<file path="src/rtl/core/rllc_pkg.sv">
`timescale 1ns / 1ps
// ----------------------------------------------------------------------------
// rllc_pkg
// Shared types and constants for the run-length limit checker core.
// ----------------------------------------------------------------------------
package rllc_pkg;

	localparam int POSITION_BITS  = 24;
	localparam int RUN_LIMIT_BITS = 16;
	localparam int RUN_BITS       = RUN_LIMIT_BITS + 1;
	localparam int CFG_DATA_BITS  = POSITION_BITS;
	localparam int CFG_INDEX_BITS = 2;

	typedef logic [POSITION_BITS-1:0]  pos_t;
	typedef logic [RUN_LIMIT_BITS-1:0] limit_t;
	typedef logic [RUN_BITS-1:0]       run_t;

	// register indexes on the configuration port
	typedef enum logic [CFG_INDEX_BITS-1:0] {
		CFG_MAX_ZERO_RUN = 2'd0,
		CFG_MAX_ONE_RUN  = 2'd1,
		CFG_COUNT_MODE   = 2'd2,
		CFG_START_OFFSET = 2'd3
	} cfg_index_t;

	// history of the previous bit in a scan
	typedef enum logic [1:0] {
		PREV_ZERO = 2'd0,
		PREV_ONE  = 2'd1,
		PREV_NONE = 2'd2
	} prev_bit_t;

	typedef struct packed {
		limit_t max_zero_run;
		limit_t max_one_run;
		logic   count_mode;
		pos_t   start_offset;
	} rllc_cfg_t;

	typedef struct packed {
		logic bit_value;
		logic first_bit;
		logic last_bit;
	} rllc_in_t;

	typedef struct packed {
		logic found;
		pos_t result_value;
	} rllc_out_t;

endpackage

</file>
<file path="src/rtl/core/run_length_limit_checker_core.sv">
`timescale 1ns / 1ps
// ----------------------------------------------------------------------------
// run_length_limit_checker_core
// Checks a bit stream for runs longer than the configured limits and reports
// the first violating position or the violation count at the end of a scan.
// ----------------------------------------------------------------------------
//  channel   signals                            carries
//  item      item_valid / item_ready / item     one bit with first/last marks
//  result    result_valid / result_ready / res  found flag and value per scan
//  cfg       cfg_we / cfg_index / cfg_wdata     limits, mode, start offset
//
//  one bit per cycle unless a last bit waits behind a held result; a bit is
//  staged in the input register; as it leaves, a last bit's result enters the
//  output register, and the scan state updates in the same cycle a bit leaves
//  the input register; a last bit waits there only while a result is held
//  and result_ready is low; reset clears the configuration and all scan state
// ----------------------------------------------------------------------------
module run_length_limit_checker_core
	import rllc_pkg::*;
(
	input  logic                      clk,
	input  logic                      arst_n,
	input  logic                      item_valid,
	output logic                      item_ready,
	input  rllc_in_t                  item,
	output logic                      result_valid,
	input  logic                      result_ready,
	output rllc_out_t                 result,
	input  logic                      cfg_we,
	input  logic [CFG_INDEX_BITS-1:0] cfg_index,
	input  logic [CFG_DATA_BITS-1:0]  cfg_wdata
);

	rllc_cfg_t cfg;
	rllc_in_t  item_s1;
	logic      valid_s1;
	logic      advance;
	rllc_out_t res_c;
	rllc_out_t res_q;
	logic      res_valid_q;

	rllc_cfg_regs u_cfg (
		.clk       (clk),
		.arst_n    (arst_n),
		.cfg_we    (cfg_we),
		.cfg_index (cfg_index),
		.cfg_wdata (cfg_wdata),
		.cfg       (cfg)
	);

	// a staged bit moves on unless it is a last bit and the result slot is full and not being read
	assign advance    = valid_s1 && (!item_s1.last_bit || !res_valid_q || result_ready);
	assign item_ready = !valid_s1 || advance;

	always_ff @(posedge clk or negedge arst_n) begin
		if (!arst_n) begin
			valid_s1 <= 1'b0;
		end else if (item_ready) begin
			valid_s1 <= item_valid;
		end
	end

	always_ff @(posedge clk) begin
		if (item_valid && item_ready) begin
			item_s1 <= item;
		end
	end

	rllc_scan_eval u_eval (
		.clk    (clk),
		.arst_n (arst_n),
		.cfg    (cfg),
		.step   (advance),
		.item   (item_s1),
		.res    (res_c)
	);

	always_ff @(posedge clk or negedge arst_n) begin
		if (!arst_n) begin
			res_valid_q <= 1'b0;
		end else if (advance && item_s1.last_bit) begin
			res_valid_q <= 1'b1;
		end else if (result_ready) begin
			res_valid_q <= 1'b0;
		end
	end

	always_ff @(posedge clk) begin
		if (advance && item_s1.last_bit) begin
			res_q <= res_c;
		end
	end

	assign result_valid = res_valid_q;
	assign result       = res_q;

	// a new result in the output register always comes from a last bit
	a_result_from_last: assert property (@(posedge clk) disable iff (!arst_n)
		$rose(result_valid) |-> $past(valid_s1 && item_s1.last_bit))
		else $error("result appeared without a last bit");

	// stalling the input only happens behind a held result
	a_stall_cause: assert property (@(posedge clk) disable iff (!arst_n)
		!item_ready |-> (valid_s1 && item_s1.last_bit && res_valid_q && !result_ready))
		else $error("input stalled without a pending result");

	// not found in first mode carries a zero value
	a_not_found_zero: assert property (@(posedge clk) disable iff (!arst_n)
		(result_valid && !result.found) |-> (result.result_value == '0))
		else $error("not-found result with non-zero value");

endmodule

</file>
<file path="src/rtl/core/rllc_cfg_regs.sv">
`timescale 1ns / 1ps
// ----------------------------------------------------------------------------
// rllc_cfg_regs
// Configuration register file, written through a plain write port.
// ----------------------------------------------------------------------------
module rllc_cfg_regs
	import rllc_pkg::*;
(
	input  logic                      clk,
	input  logic                      arst_n,
	input  logic                      cfg_we,
	input  logic [CFG_INDEX_BITS-1:0] cfg_index,
	input  logic [CFG_DATA_BITS-1:0]  cfg_wdata,
	output rllc_cfg_t                 cfg
);

	rllc_cfg_t cfg_q;

	always_ff @(posedge clk or negedge arst_n) begin
		if (!arst_n) begin
			cfg_q <= '0;
		end else if (cfg_we) begin
			unique case (cfg_index_t'(cfg_index))
				CFG_MAX_ZERO_RUN: cfg_q.max_zero_run <= cfg_wdata[RUN_LIMIT_BITS-1:0];
				CFG_MAX_ONE_RUN:  cfg_q.max_one_run  <= cfg_wdata[RUN_LIMIT_BITS-1:0];
				CFG_COUNT_MODE:   cfg_q.count_mode   <= cfg_wdata[0];
				CFG_START_OFFSET: cfg_q.start_offset <= cfg_wdata[POSITION_BITS-1:0];
				default:          cfg_q <= cfg_q;
			endcase
		end
	end

	assign cfg = cfg_q;

endmodule

</file>
<file path="src/rtl/core/rllc_scan_eval.sv">
`timescale 1ns / 1ps
// ----------------------------------------------------------------------------
// rllc_scan_eval
// Per-scan state and combinational evaluation of one bit against the limits.
// ----------------------------------------------------------------------------
module rllc_scan_eval
	import rllc_pkg::*;
(
	input  logic      clk,
	input  logic      arst_n,
	input  rllc_cfg_t cfg,
	input  logic      step,
	input  rllc_in_t  item,
	output rllc_out_t res
);

	prev_bit_t prev_q;
	run_t      run_q;
	pos_t      index_q;
	pos_t      count_q;
	logic      ff_q;
	pos_t      fpos_q;

	prev_bit_t prev_c;
	run_t      run_c;
	pos_t      index_c;
	pos_t      count_c;
	logic      ff_c;
	pos_t      fpos_c;

	prev_bit_t prev_n;
	run_t      run_n;
	pos_t      count_n;
	logic      ff_n;
	pos_t      fpos_n;
	pos_t      pos;
	logic      bad;

	always_comb begin
		// a first mark clears the scan history before this bit is counted
		prev_c  = item.first_bit ? PREV_NONE : prev_q;
		run_c   = item.first_bit ? '0 : run_q;
		index_c = item.first_bit ? '0 : index_q;
		count_c = item.first_bit ? '0 : count_q;
		ff_c    = item.first_bit ? 1'b0 : ff_q;
		fpos_c  = item.first_bit ? '0 : fpos_q;

		prev_n = item.bit_value ? PREV_ONE : PREV_ZERO;
		if (prev_c == prev_n) begin
			run_n = (run_c == '1) ? run_c : run_c + run_t'(1);
		end else begin
			run_n = run_t'(1);
		end

		if (item.bit_value) begin
			bad = (cfg.max_one_run != '0) && (run_n > run_t'(cfg.max_one_run));
		end else begin
			bad = (cfg.max_zero_run != '0) && (run_n > run_t'(cfg.max_zero_run));
		end

		pos     = cfg.start_offset + index_c;
		ff_n    = ff_c | bad;
		fpos_n  = (bad && !ff_c) ? pos : fpos_c;
		count_n = (bad && count_c != '1) ? count_c + pos_t'(1) : count_c;

		if (cfg.count_mode) begin
			res.found        = 1'b1;
			res.result_value = count_n;
		end else begin
			res.found        = ff_n;
			res.result_value = ff_n ? fpos_n : '0;
		end
	end

	always_ff @(posedge clk or negedge arst_n) begin
		if (!arst_n) begin
			prev_q  <= PREV_NONE;
			run_q   <= '0;
			index_q <= '0;
			count_q <= '0;
			ff_q    <= 1'b0;
			fpos_q  <= '0;
		end else if (step) begin
			if (item.last_bit) begin
				prev_q  <= PREV_NONE;
				run_q   <= '0;
				index_q <= '0;
				count_q <= '0;
				ff_q    <= 1'b0;
				fpos_q  <= '0;
			end else begin
				prev_q  <= prev_n;
				run_q   <= run_n;
				index_q <= index_c + pos_t'(1);
				count_q <= count_n;
				ff_q    <= ff_n;
				fpos_q  <= fpos_n;
			end
		end
	end

endmodule
</file>
<file path="config.mk">
export PLATFORM = sky130hd
export DESIGN_NAME = run_length_limit_checker_core
export DESIGN_NICKNAME = d
export VERILOG_FILES = /design/src/rtl/core/rllc_pkg.sv /design/src/rtl/core/run_length_limit_checker_core.sv /design/src/rtl/core/rllc_cfg_regs.sv /design/src/rtl/core/rllc_scan_eval.sv
export SDC_FILE = /design/constraint.sdc
export NUM_CORES = 1
export LEC_CHECK = 0
export ABC_AREA = 1
export ABC_CLOCK_PERIOD_IN_PS = 4600
export CORE_ASPECT_RATIO = 1.1
export CORE_MARGIN = 2
export CORE_UTILIZATION = 25
export CTS_BUF_LIST = sky130_fd_sc_hd__clkbuf_2 sky130_fd_sc_hd__clkbuf_4 sky130_fd_sc_hd__clkbuf_8
export CTS_CLUSTER_SIZE = 40
export DETAILED_ROUTE_END_ITERATION = 8
export DONT_BUFFER_PORTS = 1
export PLACE_DENSITY_LB_ADDON = 0.2
export SLEW_MARGIN = 10
export SYNTH_ARGS = -nofsm -noshare
export SYNTH_HDL_FRONTEND = slang
export SYNTH_SLANG_ARGS = --single-unit
export TNS_END_PERCENT = 20
</file>
<file path="constraint.sdc">
create_clock -name clk -period 4.6 [get_ports clk]
set_input_delay 0.46 -clock clk [delete_from_list [all_inputs] [get_ports clk]]
set_output_delay 0.46 -clock clk [all_outputs]
set_load 0.01 [all_outputs]
</file>
* Word-level counts from Yosys, hierarchy flattened *
Index checks and enable logic that the tools add are counted.

word-level totals
  output and inout bits = 27
  bits of input ports = 34
  logic and storage cells = 74
  register bits = 179

cells by class
  $lt $le $gt $ge = 2
  $add $sub $neg = 4
  bitwise logic cells = 1
  reductions and logical operators = 22
  equality and inequality tests = 6
  multiplexer cells = 22

operators by type and width
  operator                 number
  $mux W24                 10
  $mux W17                 4
  $add A24 B1 Y24 const B  2
  $gt A17 B16 Y1           2
  $reduce_bool A16 Y1      2
  $add A24 B24 Y24         1
  $ne A24 B24 Y1 const B   1
  $add A17 B1 Y17 const B  1
  $eq A17 B17 Y1 const B   1
  $reduce_and A2 Y1        4
  $logic_and A1 B1 Y1      7
  $mux W1                  6
  $eq A2 B2 Y1 const B     2
  $logic_not A1 Y1         4
  $mux W2                  2
  $logic_or A1 B1 Y1       3
  $eq A2 B1 Y1 const B     1
  $eq A2 B2 Y1             1
  $logic_not A2 Y1         1
  $reduce_bool A2 Y1       1
  $or A1 B1 Y1             1

* Logic depth before layout (Yosys ltp) *
  depth after elaboration = 11
  mapped depth = 38
  depth with buffers taken out = 36

* By module *
A second synthesis with hierarchy kept.

second synthesis, totals
  cell total of the unflattened synthesis = 1,694
  area total of the unflattened synthesis = 12,283.0 um^2

modules (own cells, without submodules)
  module                         area an instance (um^2)  seq. area each (um^2)  times used  cells each
  rllc_scan_eval                 8,947.3                  2,303.5                1           1,396
  rllc_cfg_regs                  2,387.3                  1,426.4                1           256
  run_length_limit_checker_core  948.4                    890.9                  1           42

* Worst setup path before layout *
Ideal clock, no wire load.

  path type = flip-flop to flip-flop
  start point = register item_s1[1] (netlist name)
  end point = register res_q (netlist bit result[17]), data pin
  path buffers = 3
  library setup time = 0.253 ns
  cell stages (with the launch flop) = 35
  required time = 4.347 ns
  period minus slack after synthesis = 4.062 ns
  arrival = 3.809 ns
  setup slack = 0.538 ns
  path through = edfxtp_1 -> buf_6 -> buf_6 -> nor2_1 -> ha_1 -> nand3_2 -> nor2_2 -> nand3_1 -> nor2_2 -> nand2_1 -> nand3_1 -> nor2_1 -> nand3_2 -> nor2_1 -> or3_1 -> inv_1 -> ha_1 -> a21oi_1 -> o21a_1 -> nand2_1 -> nand2_1 -> nand2_1 -> nand2_1 -> nand2_1 -> nand2_1 -> nand2_1 -> nand2_1 -> nand2_1 -> nand2_1 -> nand3_1 -> nand2_1 -> clkinv_1 -> buf_4 -> nand3_1 -> nand2_1

RTL lines
  what                    RTL line                             text
  from (decl)             run_length_limit_checker_core.sv:35  rllc_in_t item_s1;
  from (signal assigned)  run_length_limit_checker_core.sv:65  item_s1 <= item;
  to (signal assigned)    run_length_limit_checker_core.sv:90  res_q <= res_c;
  to (decl)               run_length_limit_checker_core.sv:39  rllc_out_t res_q;

==> flow_metrics.py <==
metrics = {
    "outcome": {
        "status": "finished clean",
    },
    "grt": {
        "grtUsageMet3_pct": 4.15,
        "met2_usage_pct": 25.8,
        "antenna_found_initial": 1,
        "grt_pass1_wl_um": 55500,
        "grt_max_degree": 152,
        "grt_pass1_vias": 9880,
        "overflow": 0,
        "grt.busiest_layer": "met2",
        "met1_usage_pct": 18.8,
        "grt_usage_pct": 15.2,
    },
    "clock_tree": {
        "cts.htree.levels": 4,
        "clk_latency_ns": 0.57,
        "root_buffer": "clkbuf_8",
        "clockBufferDepth": 2,
        "path_clk_slew_ns": 0.10,
        "clock_sinks": 179,
        "cts_buffers": 17,
        "cts_tree": "built",
    },
    "yosys": {
        "yosys_warnings": 0,
        "avgSynthCellArea_um2": 7.40,
        "synth-async-reset-ratio_pct": 84.4,
        "synth_cells": 1558,
        "ys_types": 52,
        "synthFlopType": "dfrtp_1",
        "ys_ff_latch": 179,
        "synth_edf_count": 28,
        "syn_nets": 1651,
        "netlist_area_mm2": 0.0115,
        "ys_seq_area_share_pct": 40.1,
    },
    "final_layout": {
        "layout-drive-gt1-share_pct": 8.79,
        "area_growth_pct": 11.4,
        "multi_input_area_mm2": 0.00593,
        "stdcell_area_mm2": 0.0128,
        "fin_nets": 1650,
        "fillCellCount": 4979,
        "stdcell_count": 2159,
        "regArea_mm2": 0.00462,
    },
    "worst_setup_path": {
        "crit_family": "simple AND/OR/NAND/NOR gates",
        "cp-start-kind": "register",
        "cp_max_fo": 36,
        "cpPeakStageDelay_ns": 0.50,
        "slowest_stage": "edfxtp_1",
        "critPathArrivalTime_ns": 4.60,
        "end_kind": "register",
        "crit_top_cell": "nand2_1",
        "crit_buf_inv": 5,
        "worstPathRequired_ns": 4.93,
        "worstSetupPathType": "reg2reg",
    },
    "sta": {
        "max-slew-margin-rel_pct": 25.1,
        "clock_skew_ns": 0.0196,
        "finalHoldViolCount": 0,
        "period_needed_ns": 4.27,
        "slew_violations": 0,
        "clock.fmax_mhz": 234,
        "hold-worst-slack_ns": 0.115,
        "setup_viol": 0,
        "fin_crit_sh_pct": 92.9,
        "worstMarginPinSlew_ns": 1.12,
    },
    "die": {
        "core-area_mm2": 0.0456,
        "io-pin-count": 61,
        "die_h_um": 229,
        "start_util_pct": 25.3,
        "die-area_mm2": 0.0478,
        "rows": 82,
        "die_w_um": 209,
    },
    "placement": {
        "gp_congestion": 0.841,
        "io_buffers": 0,
        "dp_hpwl_um": 24500,
        "place_area_mm2": 0.0121,
        "dpl.cell_count": 2109,
    },
    "detailed_routing": {
        "viasPerCell": 4.60,
        "drt_iter0_markers": 617,
        "vias": 9930,
        "wl_per_cell_um": 16.2,
        "drc": 0,
        "wirelength_um": 35000,
        "dr.pass1.iters": 5,
        "postRouteAntennaNets": 0,
    },
    "power_and_ir_drop": {
        "peakVddDrop_mv": 0.150,
        "pwr_density_cell_mw_per_mm2": 278,
        "power.leakage_uw": 0.00606,
        "power_uw": 3570,
    },
    "min_path": {
        "hp-class": "in2reg",
    },
    "run": {
        "maxCapViolations": 0,
    },
}
[area by class of cell]
cell class	count	area share (%)
diodes	1	0.0195
clock buffers	20	2.05
clock inverters	12	1.20
inverters	209	6.11
multi-input cells	1114	46.2
flip-flops and latches	179	36.0
well taps	588	5.73
repair buffers	36	2.77
[worst reg2reg max path, delay by kind of cell (launching register included)]
family | cells | cell delay, ns
simple gates | 25 | 2.53
buf+inv | 5 | 0.75
flops | 1 | 0.50
fa+ha+maj | 1 | 0.27
[cells in the final DEF, fill, tap and decap left out, types with 3 or more instances in the layout]
master	n
inv_1	199
nor4_1	12
clkbuf_8	18
clkinv_2	3
nand2_1	445
inv_2	9
dfrtp_1	150
a31oi_1	3
xnor2_1	15
o211a_1	3
o22ai_1	23
bufinv_16	3
mux2_2	8
nor2_1	119
ha_1	57
nand4_1	21
nor3_1	10
nand3_1	154
edfxtp_1	28
nand3b_1	11
dlygate4sd3_1	13
nor2_2	17
nor2_4	9
buf_4	19
nand3_2	6
nand2_2	12
a21o_1	3
nor3_2	4
xor2_1	27
o21ai_0	86
a21oi_2	4
a21oi_1	40
[metal layers]
| metal | routed length [um] | part of all wire, % |
|---|---|---|
| met1 | 16100 | 46 |
| met2 | 16800 | 48 |
| met3 | 1390 | 4.0 |
| met4 | 691 | 2.0 |
| met5 | 0 | 0 |
[path summary, 6_finish.rpt]
path / from / slack [ns] / cells after the start / to
worst max-delay path: item_s1[1]$_DFFE_PP_ / 0.33 / 31 / result[13]$_DFFE_PP_
worst min-delay path: cfg_wdata[4] / 0.11 / 2 / u_cfg.cfg[4]$_DFFE_PN0P_
worst max register to register: item_s1[1]$_DFFE_PP_ / 0.33 / 31 / result[13]$_DFFE_PP_
worst min register to register: u_eval.prev_q[1]$_DFFE_PN1P_ / 0.48 / 2 / u_eval.prev_q[1]$_DFFE_PN1P_
max in group asynchronous: arst_n / 3.39 / 2 / u_cfg.cfg[36]$_DFFE_PN0P_
min in group asynchronous: arst_n / 0.57 / 2 / u_eval.count_q[2]$_DFFE_PN0P_
[cells by family after synthesis]
kind of cell	Yosys count	share of synthesized area [%]
multiplexers	8	0.782
AO/OA/AOI/OAI	176	8.50
AND/OR/NAND/NOR	829	31.5
adder cells (fa/ha/maj)	59	6.47
XOR/XNOR	42	3.19
flip-flops	179	40.1
buffers and inverters	265	9.49
[sequential cells by signal, indices dropped and copies added (netlist names)]
signal          flops
result             25
u_eval.fpos_q      24
valid_s1            1
u_eval.index_q     24
u_cfg.cfg          57
item_s1             3
u_eval.run_q       17
u_eval.ff_q         1
u_eval.prev_q       2
result_valid        1
u_eval.count_q     24
[stage by stage]
stage	worst slack, ns	TNS [ns]	utilization [%]
finish	0.327	0	28.2
global route	-0.0198	-0.0925	28.2
CTS	0.166	0	27.9
detailed placement	0.195	0	26.7
global placement	0.291	0	26.7
floorplan	0.538	0	-
[where the power goes]
group          switching [uW]  internal [uW]
clock network             666            565
registers                99.2           1710
logic                     357            165
total                    1120           2440
[cell usage after synthesis, types with 2 or more instances]
library cell  number  area [um^2]
o22ai_1           23          144
nand2_4            2         22.5
a21o_1             3         22.5
nand3b_1          11         82.6
nand3_2            3         30.0
nor3_1            10         50.1
nand2_1          450         1690
o21ai_0           86          430
nand3_1          157          786
xor2_1            27          236
a21oi_1           44          220
nor2_1           128          480
mux2_2             8         90.1
nand4_1           21          131
buf_1              7         26.3
dfrtp_1          150         3750
nor3_2             4         40.0
nor4_1            12         75.1
edfxtp_1          28          841
nand2_2            7         43.8
inv_2              7         26.3
buf_6              9          101
clkbuf_1          31          116
buf_4              8         60.1
ha_1              58          726
inv_1            201          754
nor2_2            11         68.8
a41oi_1            2         17.5
nor2_4             6         67.6
o211a_1            3         30.0
a31oi_1            4         25.0
a211oi_1           2         15.0
xnor2_1           15          131
a22o_1             2         17.5
[timing repair]
action | CTS | global route
buffers inserted | 0 | 3
gates resized for setup | 0 | 29
endpoints found under the hold margin | 163 | 0
hold buffers | 14 | 0
endpoints found under the setup margin | 0 | 63
Power figures use the tool's default switching activity.
